`config.mk`:
```
export PLATFORM = sky130hd
export DESIGN_NAME = tmcw_seq
export DESIGN_NICKNAME = d
export VERILOG_FILES = /design/src/tmcw_pkg.sv /design/src/tmcw_seq.sv
export SDC_FILE = /design/constraint.sdc
export NUM_CORES = 1
export LEC_CHECK = 0
export ABC_AREA = 1
export BUFFER_PORTS_ARGS = -buffer_cell sky130_fd_sc_hd__buf_4
export CORE_MARGIN = 2
export CORE_UTILIZATION = 40
export DETAILED_ROUTE_END_ITERATION = 10
export PLACE_DENSITY = 0.71
export SKIP_LAST_GASP = 1
export SYNTH_ARGS = -nofsm -noshare
export SYNTH_HDL_FRONTEND = slang
export SYNTH_SLANG_ARGS = --single-unit
```
`constraint.sdc`:
```
create_clock -name clk -period 1.3 [get_ports clk]
set_input_delay 0.26 -clock clk [delete_from_list [all_inputs] [get_ports clk]]
set_output_delay 0.26 -clock clk [all_outputs]
set_load 0.01 [all_outputs]
```
`src/tmcw_pkg.sv`:
```
// Shared types, constants and the control store of the text console writer.
// No dependencies; every other file imports this package.
`default_nettype none

package tmcw_pkg;

  // Screen geometry defaults
  localparam int COLUMNS_DEF = 80;
  localparam int ROWS_DEF    = 25;

  // Fixed codes and values
  localparam logic [2:0] CMD_PUT_CHAR   = 3'd0;
  localparam logic [2:0] CMD_WRITE_CELL = 3'd1;
  localparam logic [2:0] CMD_SET_CURSOR = 3'd2;
  localparam logic [2:0] CMD_READ_CELL  = 3'd3;
  localparam logic [2:0] CMD_CLEAR      = 3'd4;

  localparam int         CFG_IDX_W  = 2;
  localparam int         CFG_DATA_W = 4;
  localparam logic [CFG_IDX_W-1:0] REG_FG_COLOR = 2'd0;
  localparam logic [CFG_IDX_W-1:0] REG_BG_COLOR = 2'd1;
  localparam logic [CFG_IDX_W-1:0] REG_BLINK_ON = 2'd2;

  localparam logic [7:0]  NEWLINE_CHAR = 8'h0A;
  localparam logic [7:0]  BLANK_CHAR   = 8'h20;
  localparam logic [15:0] RESET_CELL   = 16'h0720;
  localparam logic [3:0]  FG_RESET     = 4'h7;

  // Channel words
  typedef struct packed {
    logic [2:0] command;
    logic [7:0] character;
    logic [6:0] column;
    logic [4:0] row;
    logic [7:0] attribute;
  } in_word_t;

  typedef struct packed {
    logic [6:0]  cursor_column;
    logic [4:0]  cursor_row;
    logic [10:0] cursor_offset;
    logic [15:0] cell_value;
    logic        scrolled;
  } out_word_t;

  // Microprogram steps
  typedef enum logic [4:0] {
    ST_RST_INIT,
    ST_RST_FILL,
    ST_IDLE,
    ST_DISPATCH,
    ST_PUT_SEL,
    ST_PUT_WR,
    ST_NEWLINE,
    ST_ROW_CHECK,
    ST_SCROLL_INIT,
    ST_SCROLL_RD,
    ST_SCROLL_WR,
    ST_FILL,
    ST_WRITE_CELL,
    ST_SET_CURSOR,
    ST_READ_RD,
    ST_READ_CAP,
    ST_CLEAR_INIT,
    ST_FINISH
  } step_t;

  // Control word fields
  typedef enum logic [1:0] {MEM_NONE, MEM_READ, MEM_WRITE} mem_op_t;
  typedef enum logic [1:0] {ADDR_PTR, ADDR_PTR_NEXT_ROW, ADDR_CURSOR, ADDR_INPUT} addr_sel_t;
  typedef enum logic [2:0] {WD_RESET, WD_PUT, WD_CELL, WD_BLANK, WD_COPY} wd_sel_t;
  typedef enum logic [1:0] {PTR_HOLD, PTR_CLEAR, PTR_INC} ptr_op_t;
  typedef enum logic [2:0] {CUR_HOLD, CUR_ADVANCE, CUR_NEWLINE, CUR_PARK, CUR_SET} cur_op_t;
  typedef enum logic [2:0] {
    COND_ALWAYS,
    COND_IN_ACCEPT,
    COND_NEWLINE,
    COND_ROW_OVER,
    COND_COPY_END,
    COND_PTR_END,
    COND_OUT_FREE,
    COND_DISPATCH
  } cond_t;

  typedef struct packed {
    logic      take_in;
    mem_op_t   mem_op;
    addr_sel_t addr_sel;
    wd_sel_t   wd_sel;
    ptr_op_t   ptr_op;
    cur_op_t   cur_op;
    logic      set_scrolled;
    logic      cap_cell;
    logic      load_out;
    cond_t     cond;
    step_t     jump_t;
    step_t     jump_f;
  } ctrl_t;

  // Datapath status seen by the sequencer
  typedef struct packed {
    logic       in_accept;
    logic       newline;
    logic       row_over;
    logic       copy_end;
    logic       ptr_end;
    logic       out_free;
    logic [2:0] command;
  } flags_t;

  // Control store: one word per step
  function automatic ctrl_t ucode(step_t s);
    ctrl_t c;
    c = '0;
    case (s)
      ST_RST_INIT: begin
        c.ptr_op = PTR_CLEAR;
        c.jump_t = ST_RST_FILL;
      end
      ST_RST_FILL: begin
        c.mem_op   = MEM_WRITE;
        c.addr_sel = ADDR_PTR;
        c.wd_sel   = WD_RESET;
        c.ptr_op   = PTR_INC;
        c.cond     = COND_PTR_END;
        c.jump_t   = ST_IDLE;
        c.jump_f   = ST_RST_FILL;
      end
      ST_IDLE: begin
        c.take_in = 1'b1;
        c.cond    = COND_IN_ACCEPT;
        c.jump_t  = ST_DISPATCH;
        c.jump_f  = ST_IDLE;
      end
      ST_DISPATCH: begin
        c.cond = COND_DISPATCH;
      end
      ST_PUT_SEL: begin
        c.cond   = COND_NEWLINE;
        c.jump_t = ST_NEWLINE;
        c.jump_f = ST_PUT_WR;
      end
      ST_PUT_WR: begin
        c.mem_op   = MEM_WRITE;
        c.addr_sel = ADDR_CURSOR;
        c.wd_sel   = WD_PUT;
        c.cur_op   = CUR_ADVANCE;
        c.jump_t   = ST_ROW_CHECK;
      end
      ST_NEWLINE: begin
        c.cur_op = CUR_NEWLINE;
        c.jump_t = ST_ROW_CHECK;
      end
      ST_ROW_CHECK: begin
        c.cond   = COND_ROW_OVER;
        c.jump_t = ST_SCROLL_INIT;
        c.jump_f = ST_FINISH;
      end
      ST_SCROLL_INIT: begin
        c.ptr_op       = PTR_CLEAR;
        c.cur_op       = CUR_PARK;
        c.set_scrolled = 1'b1;
        c.jump_t       = ST_SCROLL_RD;
      end
      ST_SCROLL_RD: begin
        c.mem_op   = MEM_READ;
        c.addr_sel = ADDR_PTR_NEXT_ROW;
        c.jump_t   = ST_SCROLL_WR;
      end
      ST_SCROLL_WR: begin
        c.mem_op   = MEM_WRITE;
        c.addr_sel = ADDR_PTR;
        c.wd_sel   = WD_COPY;
        c.ptr_op   = PTR_INC;
        c.cond     = COND_COPY_END;
        c.jump_t   = ST_FILL;
        c.jump_f   = ST_SCROLL_RD;
      end
      ST_FILL: begin
        c.mem_op   = MEM_WRITE;
        c.addr_sel = ADDR_PTR;
        c.wd_sel   = WD_BLANK;
        c.ptr_op   = PTR_INC;
        c.cond     = COND_PTR_END;
        c.jump_t   = ST_FINISH;
        c.jump_f   = ST_FILL;
      end
      ST_WRITE_CELL: begin
        c.mem_op   = MEM_WRITE;
        c.addr_sel = ADDR_INPUT;
        c.wd_sel   = WD_CELL;
        c.jump_t   = ST_FINISH;
      end
      ST_SET_CURSOR: begin
        c.cur_op = CUR_SET;
        c.jump_t = ST_FINISH;
      end
      ST_READ_RD: begin
        c.mem_op   = MEM_READ;
        c.addr_sel = ADDR_INPUT;
        c.jump_t   = ST_READ_CAP;
      end
      ST_READ_CAP: begin
        c.cap_cell = 1'b1;
        c.jump_t   = ST_FINISH;
      end
      ST_CLEAR_INIT: begin
        c.ptr_op = PTR_CLEAR;
        c.jump_t = ST_FILL;
      end
      ST_FINISH: begin
        c.load_out = 1'b1;
        c.cond     = COND_OUT_FREE;
        c.jump_t   = ST_IDLE;
        c.jump_f   = ST_FINISH;
      end
      default: begin
        c.jump_t = ST_RST_INIT;
      end
    endcase
    return c;
  endfunction

  // Entry step for each command
  function automatic step_t dispatch(logic [2:0] cmd);
    step_t s;
    case (cmd)
      CMD_PUT_CHAR:   s = ST_PUT_SEL;
      CMD_WRITE_CELL: s = ST_WRITE_CELL;
      CMD_SET_CURSOR: s = ST_SET_CURSOR;
      CMD_READ_CELL:  s = ST_READ_RD;
      CMD_CLEAR:      s = ST_CLEAR_INIT;
      default:        s = ST_FINISH;
    endcase
    return s;
  endfunction

endpackage

`default_nettype wire

```
`src/tmcw_seq.sv`:
```
// Microprogram sequencer: step counter, control store lookup and jump logic.
// Depends on tmcw_pkg for the step, control word and flag types.
`default_nettype none

module tmcw_seq (
  input  wire               clk,
  input  wire               rst_n,
  input  tmcw_pkg::flags_t  flags,
  output tmcw_pkg::ctrl_t   ctrl
);
  import tmcw_pkg::*;

  step_t step_r, step_nxt;
  logic  taken;

  // Look up the control word of the current step
  assign ctrl = ucode(step_r);

  // Resolve the jump condition
  always_comb begin
    case (ctrl.cond)
      COND_ALWAYS:    taken = 1'b1;
      COND_IN_ACCEPT: taken = flags.in_accept;
      COND_NEWLINE:   taken = flags.newline;
      COND_ROW_OVER:  taken = flags.row_over;
      COND_COPY_END:  taken = flags.copy_end;
      COND_PTR_END:   taken = flags.ptr_end;
      COND_OUT_FREE:  taken = flags.out_free;
      default:        taken = 1'b0;
    endcase
    if (ctrl.cond == COND_DISPATCH) begin
      step_nxt = dispatch(flags.command);
    end else if (taken) begin
      step_nxt = ctrl.jump_t;
    end else begin
      step_nxt = ctrl.jump_f;
    end
  end

  // Advance the step counter; reset starts the clearing pass
  always_ff @(posedge clk) begin
    if (!rst_n) begin
      step_r <= ST_RST_INIT;
    end else begin
      step_r <= step_nxt;
    end
  end

endmodule

`default_nettype wire

```
==> flow_summary.ini, run 1 <==
[place]
gp_congestion = 0.9276
hpwlAfterDp_um = 2502
port_buffers = 39
place_ws_ns = -0.3192

[sta]
worst_endpoint_kind = sequential cell input
worst_endpoint = step_r[0]$_SDFF_PN0_/D

[floorplan]
io_pins = 40
core.rowCount = 15
dieWidth_um = 47.25
die_h_um = 47.25
initial_utilization_pct = 42.87

[run_status]
outcome = stopped before the end
error_line = [ERROR DPL-0038] Utilization greater than 100%, impossible to legalize
lastStage = 5_1_grt

[yosys]
synth_fp_nets = 153
yosys-top-cells-area = nand2_1, dfxtp_1, inv_1
synth.distinct_cells = 19
yosys.area.top_type_share_pct = 26.59
synth.largest_area_cell = nand2_1
synthCells = 142
seq_area_frac_synth_pct = 13.38
synth-seq-cells = 5
syn_area_per_cell_um2 = 5.269
syn-cell-area_um2 = 748.2
ys_warn_count = 0

[cts]
htree_num_levels = 1
cts_max_path_buffers = 2
cts_buffers = 3
ctsHoldBuffers = 0
ctsRootBufferMaster = clkbuf_4
clock_sinks = 5

[global_routing]
grt_max_degree = 9
==> synthesized netlist by cell type <==
library cell,instances
a21oi_4,1
nand3_4,1
nand3_2,1
o21a_1,2
o211ai_1,1
a21oi_1,2
inv_2,4
nand2_1,53
nand2_2,2
nor2_2,3
nand2_4,1
nand4_1,5
inv_1,22
dfxtp_1,5
nand3_1,16
nor2_4,4
buf_2,1
o21ai_0,3
nor2_1,15
==> per-stage QoR <==
step           instance area (µm²)  std cells  hold WS [ns]
2_1_floorplan                782.0        142        0.3570
3_5_place_dp                  1333        235        0.4894
3_3_place_gp                  1333        235        0.4820
4_1_cts                       1654        258        0.2470
==> timing repair <==
action	CTS
resized for setup	48
endpoints found under the hold margin	0
pin swaps	14
setup endpoints to repair	34
setup buffers	19
==> logic make-up after synthesis <==
| kind of cell | Yosys count | synth area share (%) |
|---|---|---|
| compound gates | 9 | 8.528 |
| simple gates | 101 | 64.38 |
| flops | 5 | 13.38 |
| buf+inv | 27 | 13.71 |
==> inputs of run 2 (changes only) <==
--- a/config.mk
+++ b/config.mk
@@ -7,10 +7,10 @@
 export LEC_CHECK = 0
 export ABC_AREA = 1
 export BUFFER_PORTS_ARGS = -buffer_cell sky130_fd_sc_hd__buf_4
-export CORE_MARGIN = 2
-export CORE_UTILIZATION = 40
+export CORE_AREA = 2 2 63 65
 export DETAILED_ROUTE_END_ITERATION = 10
-export PLACE_DENSITY = 0.71
+export DIE_AREA = 0 0 65 67
+export PLACE_DENSITY_LB_ADDON = 0.15
 export SKIP_LAST_GASP = 1
 export SYNTH_ARGS = -nofsm -noshare
 export SYNTH_HDL_FRONTEND = slang
==> constraint.sdc (replaced) <==
create_clock -name clk -period 1.7 [get_ports clk]
set_input_delay 0.34 -clock clk [delete_from_list [all_inputs] [get_ports clk]]
set_output_delay 0.34 -clock clk [all_outputs]
set_load 0.01 [all_outputs]
==> flow_summary.ini, run 2 <==
[sta]
maxSlewHeadroom_pct = 84.31
max_freq_ghz = 0.5514
slew_violations = 0
clock_skew_ns = 0.003029
post-route-period-util_pct = 106.7
hold_ws_ns = 0.3440
finalSetupViolations = 17
finalHoldViolations = 0
min_period_ns = 1.813
rsz0062_at_grt = true
timing.final.ws_setup_ns = -0.1135
worstMarginPinSlew_ns = 0.2348

[yosys]
synth_compound_area_share_pct = 8.528
synth-edff-count = 0
seq_area_frac_synth_pct = 13.38
synthFlopType = dfxtp_1
yosys.area.top_type_share_pct = 26.59
synth_fp_nets = 153
ys_warn_count = 0
synth_fa_ha_area_share_pct = 0
async_flop_share_pct = 0
synth.distinct_cells = 19
synth_xor_area_share_pct = 0
synth-seq-cells = 5
yosysMostFrequentCell = nand2_1
synth_common_cells = nand2_1, inv_1, nand3_1, nor2_1
synth.largest_area_cell = nand2_1
synth_top_family_by_area = simple AND/OR/NAND/NOR gates
yosys-top-cells-area = nand2_1, dfxtp_1, inv_1
synthSimpleGateAreaFrac_pct = 64.38
synthCells = 142
syn_area_per_cell_um2 = 5.269
synthMuxAreaShare_pct = 0
syn-cell-area_um2 = 748.2

[floorplan]
dieWidth_um = 65
initial_utilization_pct = 20.75
core_area_um2 = 3606
io_pins = 40
core.rowCount = 22
die_h_um = 67
die_area_um2 = 4355

[power_and_ir_drop]
pwr-share-comb_pct = 73.8
intPower_mw = 0.8455
seq_power_share_pct = 12.8
netSwitchingPower_mw = 0.7496
ir_drop_mv = 0.6714
clkPwrFrac_pct = 13.5
power_density_nw_per_um2 = 986.0
power_leakage_nw = 0.9555
power_mw = 1.595
p_sw_share_pct = 47.00

[min_path]
hold-path-cell-count = 3
min-delay-path-class = primary input to flop
min_to = step_r[3]$_SDFF_PN0_
hp-start = rst_n

[setup_path]
critPathMostFrequentCell = buf_6
path_class = flop to primary output
crit_fanout = 6
cp_data_arrival_time_ns = 1.47
slowest_stage = dfxtp_4
reg2reg_from = step_r[3]$_SDFF_PN0_
rrSetupSlack_ns = -0.06
reg2reg_to = step_r[4]$_SDFF_PN0_
crit_chain = buf_6, nor2_4, nand3_2, o211ai_1, nor2_1, nand2_1, buf_6
required_ns = 1.36
rr_worst_depth = 14
end_kind = primary output
crit_path_max_incr_delay_ns = 0.36
critPathLaunchType = flop

[final_layout]
finish.net_count = 235
final_common_cell = buf_4
layout_common_cells = buf_4, nand2_1, inv_1
areaGrowthSynthToFinish_pct = 116.2
layout-drive-gt1-share_pct = 59.64
regMostFlops = step_r
final_util_pct = 44.86
diodes = 0
largest_reg_flops = 5
reg.largest.list = step_r (5)
design_area_um2 = 1618

[routing]
wl_per_cell_um = 11.68
drt_iter0_drc = 19
firstDrtPassIters = 4
routed-via-count = 1215
routed_wl_um = 3166
drc = 0
viasPerCell = 4.483
drtAntennaViolNets = 0

[cts]
ctsHoldBuffers = 0
cts_tree = yes
cts_max_path_buffers = 2
htree_num_levels = 1
cts.clk_slew.worst_paths_ns = 0.04
ctsRootBufferMaster = clkbuf_8
clock_sinks = 5
clk_latency_ns = 0.22
cts_buffers = 3

[global_routing]
grt_max_degree = 10
grt-ovfl-total = 0
grt_pass1_wl_um = 4616
grt_pass1_vias = 1061
antenna_found_initial = 0
track_usage_pct = 13.70

[place]
port_buffers = 39
hpwlAfterDp_um = 2472
gp_congestion = 0.8621
dpl-instance-area_um2 = 1251

[run_status]
outcome = finished, violations left
violations = setup timing

[job]
drv_cap = 0
-- run 2: layout make-up --
| class | instances | area [µm²] |
|---|---|---|
| multi-input combinational | 110 | 663.1 |
| timing repair buffer | 78 | 628.1 |
| clock buffer | 4 | 45.04 |
| sequential | 5 | 118.9 |
| inverter | 26 | 102.6 |
| fill | 394 | 1988 |
| tap | 48 | 60.06 |
-- run 2: metrics by stage --
stage | instances | TNS, ns | setup slack [ns]
final | 271 | -0.6804 | -0.1135
after detailed placement | 247 | -0.1972 | -0.1280
after CTS | 259 | -0.3528 | -0.07069
after global routing | 271 | -2.124 | -0.1730
after global placement | 247 | -0.1684 | -0.09337
after floorplan | 142 | 0 | 0.09800
-- run 2: routing by layer --
layer  share of wire, %  vias up  track usage (%)
met5                  0        -                0
met4                2.7        0            6.117
met3                6.3        9            2.534
met2                 48       47            23.07
met1                 43      550            16.88
li1                   -      609                -
-- run 2: worst max path at each step --
stage               end  slack (ns)                  from
2_1_floorplan  ctrl[10]         0.1  step_r[0]$_SDFF_PN0_
3_3_place_gp   ctrl[10]       -0.09  step_r[0]$_SDFF_PN0_
3_5_place_dp   ctrl[10]       -0.13  step_r[0]$_SDFF_PN0_
4_1_cts         ctrl[5]       -0.07  step_r[0]$_SDFF_PN0_
5_1_grt         ctrl[5]       -0.17  step_r[0]$_SDFF_PN0_
6_report        ctrl[5]       -0.11  step_r[0]$_SDFF_PN0_
-- run 2: kinds of logic (layout without fill, tap and decap cells) --
| family | count (synthesis) | after routing |
|---|---|---|
| AO/OA/AOI/OAI | 9 | 9 |
| AND/OR/NAND/NOR | 101 | 101 |
| flip-flops | 5 | 5 |
| buffers and inverters | 27 | 108 |
-- run 2: critical path, delay by kind of cell, from the launching register on --
kind / cells / cell delay (ns)
AOI/OAI and AO/OA: 1 / 0.15
buffers and inverters: 2 / 0.23
DFF: 1 / 0.36
and+or+nand+nor: 4 / 0.51
-- run 2: power by group through the flow --
stage               Combinational, mW  Sequential (mW)  Clock [mW]
floorplan                       0.543            0.171           0
global placement                0.970            0.180           0
detailed placement              0.969            0.181           0
CTS                              1.07            0.199       0.222
global route                     1.28            0.209       0.233
finish                           1.18            0.204       0.215
-- run 2: what timing repair did --
item                       CTS  global route
resized for setup           35            24
setup endpoints to repair   24            26
buffers inserted             9            14
pin swaps                    6            13
(Power assumes the default switching activity.)
